### config.mk
export PLATFORM = sky130hd
export DESIGN_NAME = bitmap_slot_allocator_flat
export DESIGN_NICKNAME = d
export VERILOG_FILES = /design/src/rtl/core/bsa_pkg.sv /design/src/rtl/core/bsa_if.sv /design/src/rtl/core/bsa_ram.sv /design/src/rtl/core/bsa_ctrl.sv /design/src/rtl/core/bsa_dp.sv /design/src/rtl/core/bitmap_slot_allocator.sv /design/src/flat_wrapper.sv
export SDC_FILE = /design/constraint.sdc
export NUM_CORES = 2
export LEC_CHECK = 0
export ABC_AREA = 1
export BUFFER_PORTS_ARGS = -buffer_cell sky130_fd_sc_hd__buf_2
export CORE_MARGIN = 5
export CORE_UTILIZATION = 68
export CTS_CLUSTER_DIAMETER = 40
export DETAILED_ROUTE_END_ITERATION = 8
export MAX_ROUTING_LAYER = met4
export PLACE_DENSITY = 0.85
export SYNTH_ARGS = -nofsm -noshare
export SYNTH_HDL_FRONTEND = slang
export SYNTH_SLANG_ARGS = --single-unit
### constraint.sdc
create_clock -name clk -period 24.9 [get_ports clk]
set_input_delay 1.245 -clock clk [delete_from_list [all_inputs] [get_ports clk]]
set_output_delay 1.245 -clock clk [all_outputs]
set_load 0.01 [all_outputs]
### src/rtl/core/bsa_pkg.sv
// Shared types, constants and helper functions of the bitmap slot allocator.
package bsa_pkg;

  localparam int MAP_WORDS = 16;
  localparam int WORD_BITS = 64;
  localparam int BIT_W     = 6;
  localparam int WORD_AW   = (MAP_WORDS > 1) ? $clog2(MAP_WORDS) : 1;
  localparam int IDX_W     = 10;
  localparam int FUNC_W    = 3;
  localparam int CAP_W     = 11;
  localparam int INDEX_LIMIT = 1024;
  localparam int CAP_LIMIT =
    (MAP_WORDS * WORD_BITS < INDEX_LIMIT) ? MAP_WORDS * WORD_BITS : INDEX_LIMIT;
  localparam int MW        = WORD_AW + CAP_W + 1;

  localparam logic [CAP_W-1:0] CAP_RESET = 11'd1024;

  localparam logic [FUNC_W-1:0] FN_TEST  = 3'd0;
  localparam logic [FUNC_W-1:0] FN_SET   = 3'd1;
  localparam logic [FUNC_W-1:0] FN_CLR   = 3'd2;
  localparam logic [FUNC_W-1:0] FN_CLRALL = 3'd3;
  localparam logic [FUNC_W-1:0] FN_FIND  = 3'd4;
  localparam logic [FUNC_W-1:0] FN_ALLOC = 3'd5;

  // Configuration register indexes.
  localparam logic REG_BITS_IN_USE = 1'b0;

  typedef enum logic [2:0] {
    K_BIT,
    K_ERR,
    K_CLR,
    K_SCAN,
    K_NOP
  } kind_t;

  typedef enum logic [1:0] {
    S_IDLE,
    S_BIT,
    S_SCAN,
    S_DONE
  } state_t;

  typedef struct packed {
    logic accept;
    logic bit_exec;
    logic scan_step;
    logic out_load;
  } cmd_t;

  typedef struct packed {
    kind_t kind;
    logic  scan_hit;
    logic  scan_last;
    logic  out_free;
  } sts_t;

  typedef struct packed {
    logic             bit_was_set;
    logic             found;
    logic [IDX_W-1:0] found_index;
    logic             index_error;
  } rsp_t;

  // Bits of word w that lie below the capacity.
  function automatic logic [WORD_BITS-1:0] usable_mask(
    input logic [WORD_AW-1:0] w,
    input logic [CAP_W-1:0]   cap
  );
    logic [MW-1:0] base;
    logic [MW-1:0] capx;
    logic [MW-1:0] left;
    base = MW'(w) << BIT_W;
    capx = MW'(cap);
    left = capx - base;
    if (base >= capx) begin
      return '0;
    end else if (left >= MW'(WORD_BITS)) begin
      return '1;
    end else begin
      return (64'd1 << left[BIT_W-1:0]) - 64'd1;
    end
  endfunction

  // Position of the lowest set bit; zero when nothing is set.
  function automatic logic [BIT_W-1:0] lowest_set(input logic [WORD_BITS-1:0] v);
    logic [BIT_W-1:0] p;
    p = '0;
    for (int i = WORD_BITS - 1; i >= 0; i--) begin
      if (v[i]) begin
        p = BIT_W'(i);
      end
    end
    return p;
  endfunction

endpackage

### src/rtl/core/bsa_if.sv
// Request and result channel interfaces of the bitmap slot allocator.
interface bsa_req_if import bsa_pkg::*; ();
  logic              valid;
  logic              ready;
  logic [FUNC_W-1:0] func;
  logic [IDX_W-1:0]  bit_addr;

  modport source (output valid, func, bit_addr, input ready);
  modport sink   (input valid, func, bit_addr, output ready);
endinterface

interface bsa_rsp_if import bsa_pkg::*; ();
  logic             valid;
  logic             ready;
  logic             bit_was_set;
  logic             found;
  logic [IDX_W-1:0] found_index;
  logic             index_error;

  modport source (output valid, bit_was_set, found, found_index, index_error,
                  input ready);
  modport sink   (input valid, bit_was_set, found, found_index, index_error,
                  output ready);
endinterface

### src/rtl/core/bsa_ram.sv
// Generic single-write, single-read RAM with registered read data.
module bsa_ram #(
  parameter int WIDTH = 64,
  parameter int DEPTH = 16,
  parameter int AW    = (DEPTH > 1) ? $clog2(DEPTH) : 1
) (
  input  logic             clk,
  input  logic             we,
  input  logic [AW-1:0]    waddr,
  input  logic [WIDTH-1:0] wdata,
  input  logic [AW-1:0]    raddr,
  output logic [WIDTH-1:0] rdata
);

  logic [WIDTH-1:0] mem [DEPTH];

  always_ff @(posedge clk) begin
    if (we) begin
      mem[waddr] <= wdata;
    end
    rdata <= mem[raddr];
  end

endmodule

### src/rtl/core/bsa_ctrl.sv
// Sequencing state machine of the bitmap slot allocator.
module bsa_ctrl import bsa_pkg::*; (
  input  logic clk,
  input  logic rst_n,
  input  logic in_valid,
  output logic in_ready,
  input  sts_t sts,
  output cmd_t cmd
);

  state_t state_r;
  state_t state_nxt;

  always_ff @(posedge clk) begin
    if (!rst_n) begin
      state_r <= S_IDLE;
    end else begin
      state_r <= state_nxt;
    end
  end

  always_comb begin
    state_nxt = state_r;
    case (state_r)
      S_IDLE: begin
        if (in_valid) begin
          case (sts.kind)
            K_BIT:   state_nxt = S_BIT;
            K_SCAN:  state_nxt = S_SCAN;
            default: state_nxt = S_DONE;
          endcase
        end
      end
      S_BIT: begin
        state_nxt = S_DONE;
      end
      S_SCAN: begin
        if (sts.scan_hit || sts.scan_last) begin
          state_nxt = S_DONE;
        end
      end
      S_DONE: begin
        if (sts.out_free) begin
          state_nxt = S_IDLE;
        end
      end
      default: state_nxt = S_IDLE;
    endcase
  end

  always_comb begin
    in_ready      = (state_r == S_IDLE);
    cmd.accept    = (state_r == S_IDLE) && in_valid;
    cmd.bit_exec  = (state_r == S_BIT);
    cmd.scan_step = (state_r == S_SCAN);
    cmd.out_load  = (state_r == S_DONE) && sts.out_free;
  end

endmodule

### src/rtl/core/bsa_dp.sv
// Datapath of the bitmap slot allocator: word store, scan, result registers.
module bsa_dp import bsa_pkg::*; (
  input  logic              clk,
  input  logic              rst_n,
  input  cmd_t              cmd,
  output sts_t              sts,
  input  logic [FUNC_W-1:0] in_func,
  input  logic [IDX_W-1:0]  in_bit_addr,
  input  logic [CAP_W-1:0]  bits_in_use,
  output logic              out_valid,
  input  logic              out_ready,
  output rsp_t              out_data
);

  logic [FUNC_W-1:0]    func_r;
  logic [BIT_W-1:0]     bsel_r;
  logic [WORD_AW-1:0]   chk_r;
  logic [MAP_WORDS-1:0] wvld_r;
  logic                 rd_vld_r;
  rsp_t                 res_r;
  rsp_t                 out_r;
  logic                 out_valid_r;

  logic [CAP_W-1:0]     cap;
  logic [WORD_AW-1:0]   in_word;
  logic [WORD_AW-1:0]   raddr;
  logic [WORD_BITS-1:0] ram_rdata;
  logic [WORD_BITS-1:0] rd_word;
  logic [WORD_BITS-1:0] bit_mask;
  logic [WORD_BITS-1:0] umask;
  logic [WORD_BITS-1:0] cand;
  logic [BIT_W-1:0]     hit_pos;
  logic                 we;
  logic [WORD_BITS-1:0] wdata;
  logic                 is_alloc;
  logic                 hit;

  // Capacity saturated to what the store and the index field can hold.
  assign cap = (bits_in_use > CAP_W'(CAP_LIMIT)) ? CAP_W'(CAP_LIMIT) : bits_in_use;

  assign in_word = WORD_AW'(in_bit_addr >> BIT_W);

  always_comb begin
    sts.kind = K_NOP;
    if (in_func <= FN_CLR) begin
      sts.kind = ({1'b0, in_bit_addr} >= cap) ? K_ERR : K_BIT;
    end else if (in_func == FN_CLRALL) begin
      sts.kind = K_CLR;
    end else if (in_func == FN_FIND || in_func == FN_ALLOC) begin
      sts.kind = K_SCAN;
    end
    sts.scan_hit  = hit;
    sts.scan_last = (umask == '0) || (chk_r == WORD_AW'(MAP_WORDS - 1));
    sts.out_free  = !out_valid_r || out_ready;
  end

  always_comb begin
    if (cmd.accept) begin
      raddr = (in_func <= FN_CLR) ? in_word : '0;
    end else if (cmd.scan_step) begin
      raddr = chk_r + 1'b1;
    end else begin
      raddr = chk_r;
    end
  end

  // Words never written since the last clear read as zero.
  assign rd_word  = rd_vld_r ? ram_rdata : '0;
  assign bit_mask = 64'd1 << bsel_r;
  assign is_alloc = (func_r == FN_ALLOC);
  assign umask    = usable_mask(chk_r, cap);
  assign cand     = is_alloc ? (~rd_word & umask) : (rd_word & umask);
  assign hit      = (cand != '0);
  assign hit_pos  = lowest_set(cand);

  always_comb begin
    we    = 1'b0;
    wdata = rd_word;
    if (cmd.bit_exec && func_r != FN_TEST) begin
      we    = 1'b1;
      wdata = (func_r == FN_SET) ? (rd_word | bit_mask) : (rd_word & ~bit_mask);
    end else if (cmd.scan_step && hit && is_alloc) begin
      we    = 1'b1;
      wdata = rd_word | (64'd1 << hit_pos);
    end
  end

  bsa_ram #(
    .WIDTH (WORD_BITS),
    .DEPTH (MAP_WORDS),
    .AW    (WORD_AW)
  ) u_ram (
    .clk   (clk),
    .we    (we),
    .waddr (chk_r),
    .wdata (wdata),
    .raddr (raddr),
    .rdata (ram_rdata)
  );

  always_ff @(posedge clk) begin
    if (!rst_n) begin
      wvld_r      <= '0;
      out_valid_r <= 1'b0;
    end else begin
      if (cmd.accept && sts.kind == K_CLR) begin
        wvld_r <= '0;
      end else if (we) begin
        wvld_r[chk_r] <= 1'b1;
      end
      if (cmd.out_load) begin
        out_valid_r <= 1'b1;
      end else if (out_ready) begin
        out_valid_r <= 1'b0;
      end
    end
  end

  always_ff @(posedge clk) begin
    rd_vld_r <= wvld_r[raddr];
    if (cmd.accept) begin
      func_r <= in_func;
      bsel_r <= in_bit_addr[BIT_W-1:0];
      chk_r  <= raddr;
      res_r  <= '{bit_was_set: 1'b0, found: 1'b0, found_index: '0,
                  index_error: (sts.kind == K_ERR)};
    end
    if (cmd.bit_exec) begin
      res_r.bit_was_set <= (func_r == FN_TEST) && ((rd_word & bit_mask) != '0);
    end
    if (cmd.scan_step) begin
      if (hit) begin
        res_r.found       <= 1'b1;
        res_r.found_index <= IDX_W'({chk_r, hit_pos});
      end else begin
        chk_r <= chk_r + 1'b1;
      end
    end
    if (cmd.out_load) begin
      out_r <= res_r;
    end
  end

  assign out_valid = out_valid_r;
  assign out_data  = out_r;

endmodule

### src/rtl/core/bitmap_slot_allocator.sv
// Bitmap slot allocator: a cleared-at-reset bit map with test, set, clear,
// clear-all, find-first-set and allocate-first-clear requests, one result word
// per request word. Test, set and clear pass through a bit state on their way
// to the done state; an out-of-range index, clear all and unused codes go to
// the done state directly. A search examines 64-bit map words from the lowest
// up and stops at the first match, at the first word wholly above the capacity
// or at the last of the sixteen words: words are read one per cycle from the
// single read port of the word store, and a priority encoder picks the lowest
// match inside each word. One request is worked on at a time; the next request
// word is taken the cycle after the previous result has moved into the output
// register, even while that result still waits for the consumer.
// Capacity is the bits_in_use register at byte address 0 (reset 1024); it
// should only be written while the block is idle.
module bitmap_slot_allocator import bsa_pkg::*; (
  input  logic        clk,
  input  logic        rst_n,
  bsa_req_if.sink     in_bus,
  bsa_rsp_if.source   out_bus,
  input  logic        cfg_psel,
  input  logic        cfg_penable,
  input  logic        cfg_pwrite,
  input  logic [2:0]  cfg_paddr,
  input  logic [31:0] cfg_pwdata,
  output logic [31:0] cfg_prdata,
  output logic        cfg_pready
);

  logic [CAP_W-1:0] bits_in_use_r;
  logic             cfg_wr;
  logic             cfg_hit;
  cmd_t             cmd;
  sts_t             sts;
  rsp_t             out_data;
  logic             out_valid;

  // Address bit 2 selects the register; only register 0 exists.
  assign cfg_hit    = (cfg_paddr[2] == REG_BITS_IN_USE);
  assign cfg_wr     = cfg_psel && cfg_penable && cfg_pwrite && cfg_hit;
  assign cfg_pready = 1'b1;
  assign cfg_prdata = cfg_hit ? 32'(bits_in_use_r) : 32'd0;

  always_ff @(posedge clk) begin
    if (!rst_n) begin
      bits_in_use_r <= CAP_RESET;
    end else if (cfg_wr) begin
      bits_in_use_r <= cfg_pwdata[CAP_W-1:0];
    end
  end

  bsa_ctrl u_ctrl (
    .clk      (clk),
    .rst_n    (rst_n),
    .in_valid (in_bus.valid),
    .in_ready (in_bus.ready),
    .sts      (sts),
    .cmd      (cmd)
  );

  bsa_dp u_dp (
    .clk          (clk),
    .rst_n        (rst_n),
    .cmd          (cmd),
    .sts          (sts),
    .in_func      (in_bus.func),
    .in_bit_addr  (in_bus.bit_addr),
    .bits_in_use  (bits_in_use_r),
    .out_valid    (out_valid),
    .out_ready    (out_bus.ready),
    .out_data     (out_data)
  );

  // The result word leaves straight from the datapath's output register.
  assign out_bus.valid       = out_valid;
  assign out_bus.bit_was_set = out_data.bit_was_set;
  assign out_bus.found       = out_data.found;
  assign out_bus.found_index = out_data.found_index;
  assign out_bus.index_error = out_data.index_error;

endmodule

### src/flat_wrapper.sv
// flat-port wrapper written by rule: the top's interface ports become plain ports
module bitmap_slot_allocator_flat import bsa_pkg::*;
  (clk, rst_n, cfg_psel, cfg_penable, cfg_pwrite, cfg_paddr, cfg_pwdata, cfg_prdata, cfg_pready, in_bus_valid, in_bus_func, in_bus_bit_addr, in_bus_ready, out_bus_valid, out_bus_bit_was_set, out_bus_found, out_bus_found_index, out_bus_index_error, out_bus_ready);
  bsa_req_if in_bus_i ();
  bsa_rsp_if out_bus_i ();
  input  logic clk;
  input  logic rst_n;
  input  logic cfg_psel;
  input  logic cfg_penable;
  input  logic cfg_pwrite;
  input  logic [2:0] cfg_paddr;
  input  logic [31:0] cfg_pwdata;
  output logic [31:0] cfg_prdata;
  output logic cfg_pready;
  input wire logic [$bits(in_bus_i.valid)-1:0] in_bus_valid;
  input wire logic [$bits(in_bus_i.func)-1:0] in_bus_func;
  input wire logic [$bits(in_bus_i.bit_addr)-1:0] in_bus_bit_addr;
  output wire logic [$bits(in_bus_i.ready)-1:0] in_bus_ready;
  output wire logic [$bits(out_bus_i.valid)-1:0] out_bus_valid;
  output wire logic [$bits(out_bus_i.bit_was_set)-1:0] out_bus_bit_was_set;
  output wire logic [$bits(out_bus_i.found)-1:0] out_bus_found;
  output wire logic [$bits(out_bus_i.found_index)-1:0] out_bus_found_index;
  output wire logic [$bits(out_bus_i.index_error)-1:0] out_bus_index_error;
  input wire logic [$bits(out_bus_i.ready)-1:0] out_bus_ready;
  assign in_bus_i.valid = in_bus_valid;
  assign in_bus_i.func = in_bus_func;
  assign in_bus_i.bit_addr = in_bus_bit_addr;
  assign in_bus_ready = in_bus_i.ready;
  assign out_bus_valid = out_bus_i.valid;
  assign out_bus_bit_was_set = out_bus_i.bit_was_set;
  assign out_bus_found = out_bus_i.found;
  assign out_bus_found_index = out_bus_i.found_index;
  assign out_bus_index_error = out_bus_i.index_error;
  assign out_bus_i.ready = out_bus_ready;
  bitmap_slot_allocator u_core (.clk(clk), .rst_n(rst_n), .in_bus(in_bus_i), .out_bus(out_bus_i), .cfg_psel(cfg_psel), .cfg_penable(cfg_penable), .cfg_pwrite(cfg_pwrite), .cfg_paddr(cfg_paddr), .cfg_pwdata(cfg_pwdata), .cfg_prdata(cfg_prdata), .cfg_pready(cfg_pready));
endmodule
# Word level (Yosys, flattened, before mapping)
# Memories as Yosys holds them, arrays and structs flattened. A register that Yosys moved wholly into a read port is not among the register bits.
# Cells that the tools add are included.
# word_totals
ff_bits,70
ramBits,1024
n_memories,1
# memory_table
name,depth,word_bits,read_ports,rd_ports_with_merged_regs,write_ports,line,text
u_core.u_dp.u_ram.mem,16,64,1,1,1,bsa_ram.sv:15,logic [WIDTH-1:0] mem [DEPTH];
# op_classes
n_mux,102
reduce_logical,27
add_sub_neg,3
order_cmp,8
shift,3
n_bitwise,11
n_eq_ne,15
# ops
operator,n
two-way mux 64 bit,7
two-way mux 6 bit,64
bitwise AND 64 bit,4
"left shift 1 x 6 -> 64 bit, first input constant",3
NOT 64 bit,2
bitwise OR 64 bit,2
nonzero test 64 bit,2
logical NOT 64 bit,1
"subtractor 64 x 1 -> 64 bit, second input constant",1
two-way mux 11 bit,4
two-way mux 4 bit,6
>= comparator 10 x 11 -> 1 bit,2
">= comparator 16 x 7 -> 1 bit, second input constant",1
bitwise OR 16 bit,1
two-way mux 13 bit,1
subtractor 11 x 10 -> 12 bit,1
"greater-than comparator 11 bit, second input constant",1
logical AND 1 bit,11
"< comparator 4 x 5 -> 1 bit, second input constant",2
two-way mux 1 bit,10
"== test 3 x 2 -> 1 bit, second input constant",3
"== test 3 bit, second input constant",3
two-way mux 3 bit,3
case mux 2 bit (4 select lines),1
22 further kinds,33

# Longest topological paths before layout
# logic_depth
ltp_word,77
ltp_mapped,88
mapped_depth_nobuf,86

# Hierarchy
# From an unflattened synthesis, not the netlist that was laid out.
# hier_totals
cells_unflattened,6253
area_unflattened_um2,56426.6
# modules_own_cells
module,cells_each,seq_area_each_um2,n_inst,area_per_inst_um2
bsa_ram,4210,32030.7,1,45285.9
bsa_dp,1886,1381.3,1,10187.3
bitmap_slot_allocator,120,220.2,1,739.5
bsa_ctrl,37,40.0,1,214.0

# Worst setup path before layout
# No wires, ideal clock.
# synth_path
kind,flip-flop to flip-flop
start,register u_core.bits_in_use_r[5]
end,memory u_core.u_dp.u_ram.mem[3][0] (enable)
stages_incl_launch_ff,33
path_slack_ns,15.571
arrival_time_ns,8.761
setup_ns,0.568
n_path_buf,7
path_cell_list,dfxtp_1 > buf_6 > clkinv_2 > nand3_4 > o21ai_4 > buf_6 > buf_2 > nand2_1 > ha_1 > fa_1 > inv_1 > nand2_1 > a21oi_1 > o21ai_0 > o2111ai_1 > nor2_1 > clkbuf_1 > clkbuf_1 > buf_1 > clkbuf_1 > a21oi_1 > nand2_1 > nand2_1 > nor2_1 > nand2_1 > nor2_1 > nand2_1 > nor2_1 > inv_1 > nand3_1 > nand2_1 > inv_1 > nor3_1
# synth_via
elab_chain_len,16
word_cells_on_any_way,19
cone_classes,add/sub: 2; order compare: 3; shift: 1; mux: 8; bitwise: 2; reduce/logical: 3
# synth_rtl
item,line,text
"start, declared",bitmap_slot_allocator.sv:28,logic [CAP_W-1:0] bits_in_use_r;
"start signal, assigned",bitmap_slot_allocator.sv:46,bits_in_use_r <= cfg_pwdata[CAP_W-1:0];
greater-than comparator 11 bit,bsa_dp.sv:39,assign cap = (bits_in_use > CAP_W'(CAP_LIMIT)) ? CAP_W'(CAP_LIMIT) : bits_in_use;
two-way mux 11 bit (*),bsa_dp.sv:39,
subtractor 11 x 10 -> 12 bit,bsa_pkg.sv:74,left = capx - base;
left shift 1 x 6 -> 64 bit,bsa_pkg.sv:80,return (64'd1 << left[BIT_W-1:0]) - 64'd1;
subtractor 64 x 1 -> 64 bit,bsa_pkg.sv:80,
two-way mux 64 bit,bsa_pkg.sv:77,end else if (left >= MW'(WORD_BITS)) begin
two-way mux 64 bit (*),bsa_pkg.sv:75,if (base >= capx) begin
bitwise AND 64 bit,bsa_dp.sv:72,assign cand = is_alloc ? (~rd_word & umask) : (rd_word & umask);
two-way mux 64 bit (*),bsa_dp.sv:72,
nonzero test 64 bit (*),bsa_dp.sv:73,assign hit = (cand != '0);
logical AND 1 bit (*) (2 in a row),bsa_dp.sv:82,end else if (cmd.scan_step && hit && is_alloc) begin
two-way mux 1 bit (*),bsa_dp.sv:82,
two-way mux 1 bit (*),bsa_dp.sv:79,if (cmd.bit_exec && func_r != FN_TEST) begin
two-way mux 1 bit (*),bsa_ram.sv:18,if (we) begin
two-way mux 1 bit (implied by the code) (*),bsa_ram.sv:19,mem[waddr] <= wdata;
"end, declared",bsa_ram.sv:15,
# Mark *: on every way between the ends. The rest lies on a longest branch, timed or not.

# Final worst setup path
# layout_path
start,register u_core.bits_in_use_r[5]
end,"memory u_core.u_dp.u_ram.mem[5][16], data pin"
# layout_via
elab_chain_len,77
word_cells_on_any_way,83
cone_classes,add/sub: 2; order compare: 3; shift: 2; mux: 70; bitwise: 3; reduce/logical: 3
# layout_rtl
item,line,text
greater-than comparator 11 bit,bsa_dp.sv:39,
two-way mux 11 bit (*),bsa_dp.sv:39,
subtractor 11 x 10 -> 12 bit,bsa_pkg.sv:74,
left shift 1 x 6 -> 64 bit,bsa_pkg.sv:80,
subtractor 64 x 1 -> 64 bit,bsa_pkg.sv:80,
two-way mux 64 bit,bsa_pkg.sv:77,
two-way mux 64 bit (*),bsa_pkg.sv:75,
bitwise AND 64 bit,bsa_dp.sv:72,
two-way mux 64 bit (*),bsa_dp.sv:72,
two-way mux 6 bit (64 in a row),bsa_pkg.sv:89,if (v[i]) begin
left shift 1 x 6 -> 64 bit,bsa_dp.sv:84,wdata = rd_word | (64'd1 << hit_pos);
bitwise OR 64 bit,bsa_dp.sv:84,
two-way mux 64 bit (*),bsa_dp.sv:82,
two-way mux 64 bit (*),bsa_dp.sv:79,
via u_core.u_dp.u_ram.wdata[16],bsa_ram.sv:10,"input logic [WIDTH-1:0] wdata,"
# The timed path passes the listed nets; every way through them passes the cells marked *.

==> qor_table.md <==
| Parameter | Value | Unit |
|---|---|---|
| Number of placed instances with taps included | 5579 | - |
| Post-synth design cell area | 52520 | um^2 |
| Most frequent cell after synthesis | sky130_fd_sc_hd__edfxtp_1 | - |
| Run status | finished clean | - |
| Portion of total power attributed to combinational logic | 43.1 | % |
| Post-synth top area cell | sky130_fd_sc_hd__edfxtp_1 | - |
| MaxCap Viol Count | 0 | - |
| Final routed DRC violation total | 0 | - |
| Post-layout total power | 8.013 | mW |
| Final cycle utilization of the critical path | 39.41 | % |
| Fraction of synthesis flops using an asynchronous set or reset pin | 0 | % |
| H-Tree Level Count | 3 | - |
| Synthesized area per cell | 11.04 | um^2 |
| Critical Path RT | 25230 | ps |
| Unrepaired setup endpoints after global routing | no | - |
| Final-report max-slew violation count | 0 | - |
| Clock sink total | 1158 | - |
| Die height | 287.9 | um |
| Switching component of the power | 3.418 | mW |
| Post-detailed-routing wire length | 160600 | um |
| Final standard cell utilization of the core | 74.58 | % |
| Site row count | 102 | - |
| Number of endpoints failing setup at the final stage | 0 | - |
| Area occupied by multi-input gates | 16890 | um^2 |
| Number of cells upsized or downsized after cts | 0 | - |
| Share of power burned in the clock network | 22.5 | % |
| PD cells | 139.4 | nW/um^2 |
| Clk Tree Root Cell | sky130_fd_sc_hd__clkbuf_16 | - |
| Total gr overflow | 0 | - |
| Total die area | 82890 | um^2 |
| Post-synthesis cell count | 4755 | - |
| Hold WC Path Type | flop to flop | - |
| Maximum count of clock buffers along a single path | 3 | - |
| Design internal power | 4.594 | mW |
| Gr usage total | 38.76 | % |
| Wire length of the first global-routing pass | 233800 | um |
| Routed wire length per instance | 27.66 | um |
| Layout-stage area growth over the synthesis result | 9.465 | % |
| First-pass DRT Iterations | 9 | - |
| Type of the setup path with the least slack | flop to flop | - |
| Floorplan core area | 77080 | um^2 |
| Max-Slew Margin vs Limit | 2.407 | % |
| Detailed-placement wirelength estimate | 90380 | um |
| Critical Path Start Type | flop | - |
| Cell class contributing the biggest share of worst-path delay | simple AND/OR/NAND/NOR gates | - |
| Number of buffers inserted by hold repair at cts | 0 | - |
| Most Frequent Cell on Critical Path | sky130_fd_sc_hd__nand2_1 | - |
| Weighted congestion reported at the end of routability-driven placement | 1.041 | - |
| Worst path arrival time | 10140 | ps |
| Number of different library cells in the post-synthesis netlist | 65 | - |
| Commonest cells post-synth | sky130_fd_sc_hd__edfxtp_1 (1048), sky130_fd_sc_hd__nand2_1 (550), sky130_fd_sc_hd__nor2_1 (525) | - |
| Setup Slack @ Placement | 15380 | ps |
| Share of post-route cells with drive strength above 1 | 9.945 | % |
| Die span in x | 287.9 | um |
| Setup Fix Bufs, Post-CTS | 0 | - |
| Maximum number of pins on one net before global-route repair | 216 | - |
| Starting DRC count in detailed routing | 6267 | - |
| I/O pin total | 103 | - |
| Ratio of routed vias to standard cells | 6.946 | - |
| Dominant register cell in the synthesized netlist | sky130_fd_sc_hd__edfxtp_1 | - |
| Maximum fanout encountered on the critical timing path | 42 | - |
| Worst hold slack | 438.3 | ps |
| Largest vdd supply drop | 0.0001339 | V |
| Yosys warning total | 0 | - |
| Actual slew at the worst max-slew pin | 1464 | ps |
| Post-route worst setup slack | 15090 | ps |
| Share of the synthesized area in the top cell type | 59.92 | % |
| Number of buffers and inverters on the critical path | 7 | - |
| Number of flops mapped to enable cells by yosys | 1048 | - |
| Count of buffers from port buffering | 57 | - |
| Final clock skew | 76.63 | ps |
| CP max stage delay | 1050 | ps |
| Min Tclk post-route | 9813 | ps |
| DR vias | 40337 | - |
| Antenna viol nets, final | 0 | - |
| Top achievable clock speed | 101.9 | MHz |
| Total leakage power | 20.32 | nW |
| Final #Nets | 4739 | - |
| Number of fill cells | 4774 | - |
| Number of CTS-inserted buffers | 119 | - |
| Synth Register Bits | 1158 | - |
| Number of antenna violations at the first check in global routing | 0 | - |
| Area taken by flip-flops and latches | 33670 | um^2 |
| Final hold viol count | 0 | - |
| Final cell count without fillers | 5807 | - |
| Seq/Total Area, Yosys | 64.12 | % |
| Dominant cells by area after synthesis | sky130_fd_sc_hd__edfxtp_1 (60%), sky130_fd_sc_hd__o21ai_0 (4.8%), sky130_fd_sc_hd__a21oi_1 (4.6%) | - |
| Finished Cell Area | 57490 | um^2 |
| Vias in the first global route | 37787 | - |
| Proportion of total power due to net switching | 42.66 | % |
| Share of power burned in registers | 34.4 | % |
| Cell Area, Placed | 53420 | um^2 |
| Clock transition at the registers of the reported paths | 60 | ps |
| Crit. End Element | flop | - |
| CTS tree | built | - |
| Setup Total Neg Slack | 0 | ps |
| Initial Utilization | 68.13 | % |
| Cell type of the slowest stage on the worst timing path | sky130_fd_sc_hd__a21oi_1 | - |
| Clock latency at the later pin of the worst-skew pair | 730 | ps |
==> placed cells by master, fill, tap and decap left out, drive strengths merged, types with 4 or more instances in the layout <==
cell type  instances
a21oi            486
o211ai            60
bufinv             9
mux2i            130
o21ai            512
xnor2              6
o221ai            70
inv              189
a31oi              8
xor2              36
clkinv            39
nand4             37
nand2            566
a22oi             25
a221oi             5
clkbuf           156
o2111ai           23
o21bai             6
o32ai            104
and3               4
nand3            197
ha                23
buf              128
nor4               8
a211oi            19
clkinvlp          12
conb              22
o311ai             7
nor3              49
dfxtp            110
edfxtp          1048
o22ai             88
o31ai              5
nor2             559
==> final timing paths <==
path	cells past startpoint	startpoint	slack, ps	end
hold reg to reg	0	u_core.u_dp.res_r[7]	440	u_core.u_dp.out_data[7]
setup / recovery	85	u_core.bits_in_use_r[5]	15090	u_core.u_dp.u_ram.mem[5][16]
hold / removal	0	u_core.u_dp.res_r[7]	440	u_core.u_dp.out_data[7]
setup reg to reg	85	u_core.bits_in_use_r[5]	15090	u_core.u_dp.u_ram.mem[5][16]
==> logic make-up after synthesis <==
group | count (synthesis) | synth area share [%]
muxes | 130 | 2.478
other | 2 | 0.01430
DFF | 1158 | 64.12
AOI/OAI and AO/OA | 1429 | 16.22
buffers and inverters | 542 | 4.200
and+or+nand+nor | 1428 | 11.68
xor gates and xnor gates | 42 | 0.7004
adders and majority gates | 24 | 0.5861
==> registers in the layout, summed over array words and instances, names as in the netlist <==
| register | cells |
|---|---|
| u_core.u_ctrl.state_r | 2 |
| u_core.u_dp.bsel_r | 6 |
| u_core.u_dp.out_valid | 1 |
| u_core.u_dp.out_data | 13 |
| u_core.u_dp.rd_vld_r | 1 |
| u_core.u_dp.chk_r | 4 |
| u_core.u_dp.res_r | 13 |
| u_core.u_dp.u_ram.mem | 1024 |
| u_core.bits_in_use_r | 11 |
| u_core.u_dp.wvld_r | 16 |
| u_core.u_dp.u_ram.rdata | 64 |
| u_core.u_dp.func_r | 3 |
==> power groups by stage <==
stage | Combinational [mW] | Clock [mW] | Sequential, mW
6_report | 3.45 | 1.80 | 2.76
5_1_grt | 3.67 | 1.89 | 2.76
4_1_cts | 3.33 | 1.80 | 2.75
3_5_place_dp | 3.25 | 0 | 2.79
3_3_place_gp | 3.16 | 0 | 2.78
2_1_floorplan | 2.30 | 0 | 2.74
==> area by class of cell <==
type,instances,share of cell area [%]
clock buffer,156,5.633
sequential,1158,58.57
tap,1040,2.263
inverter,178,1.197
multi-input combinational,3075,29.38
clock inverter,71,1.439
antenna,1,0.004353
timing repair buffer,128,1.510
==> layer usage <==
metal / global-route usage, % / share of wire (%) / vias to the layer above
met5: - / 0 / -
met4: 15.55 / 4.8 / 0
met3: 7.680 / 13 / 511
met2: 59.65 / 47 / 3130
met1: 51.72 / 36 / 19348
li1: - / - / 17348
Power figures use the tool's default switching activity.
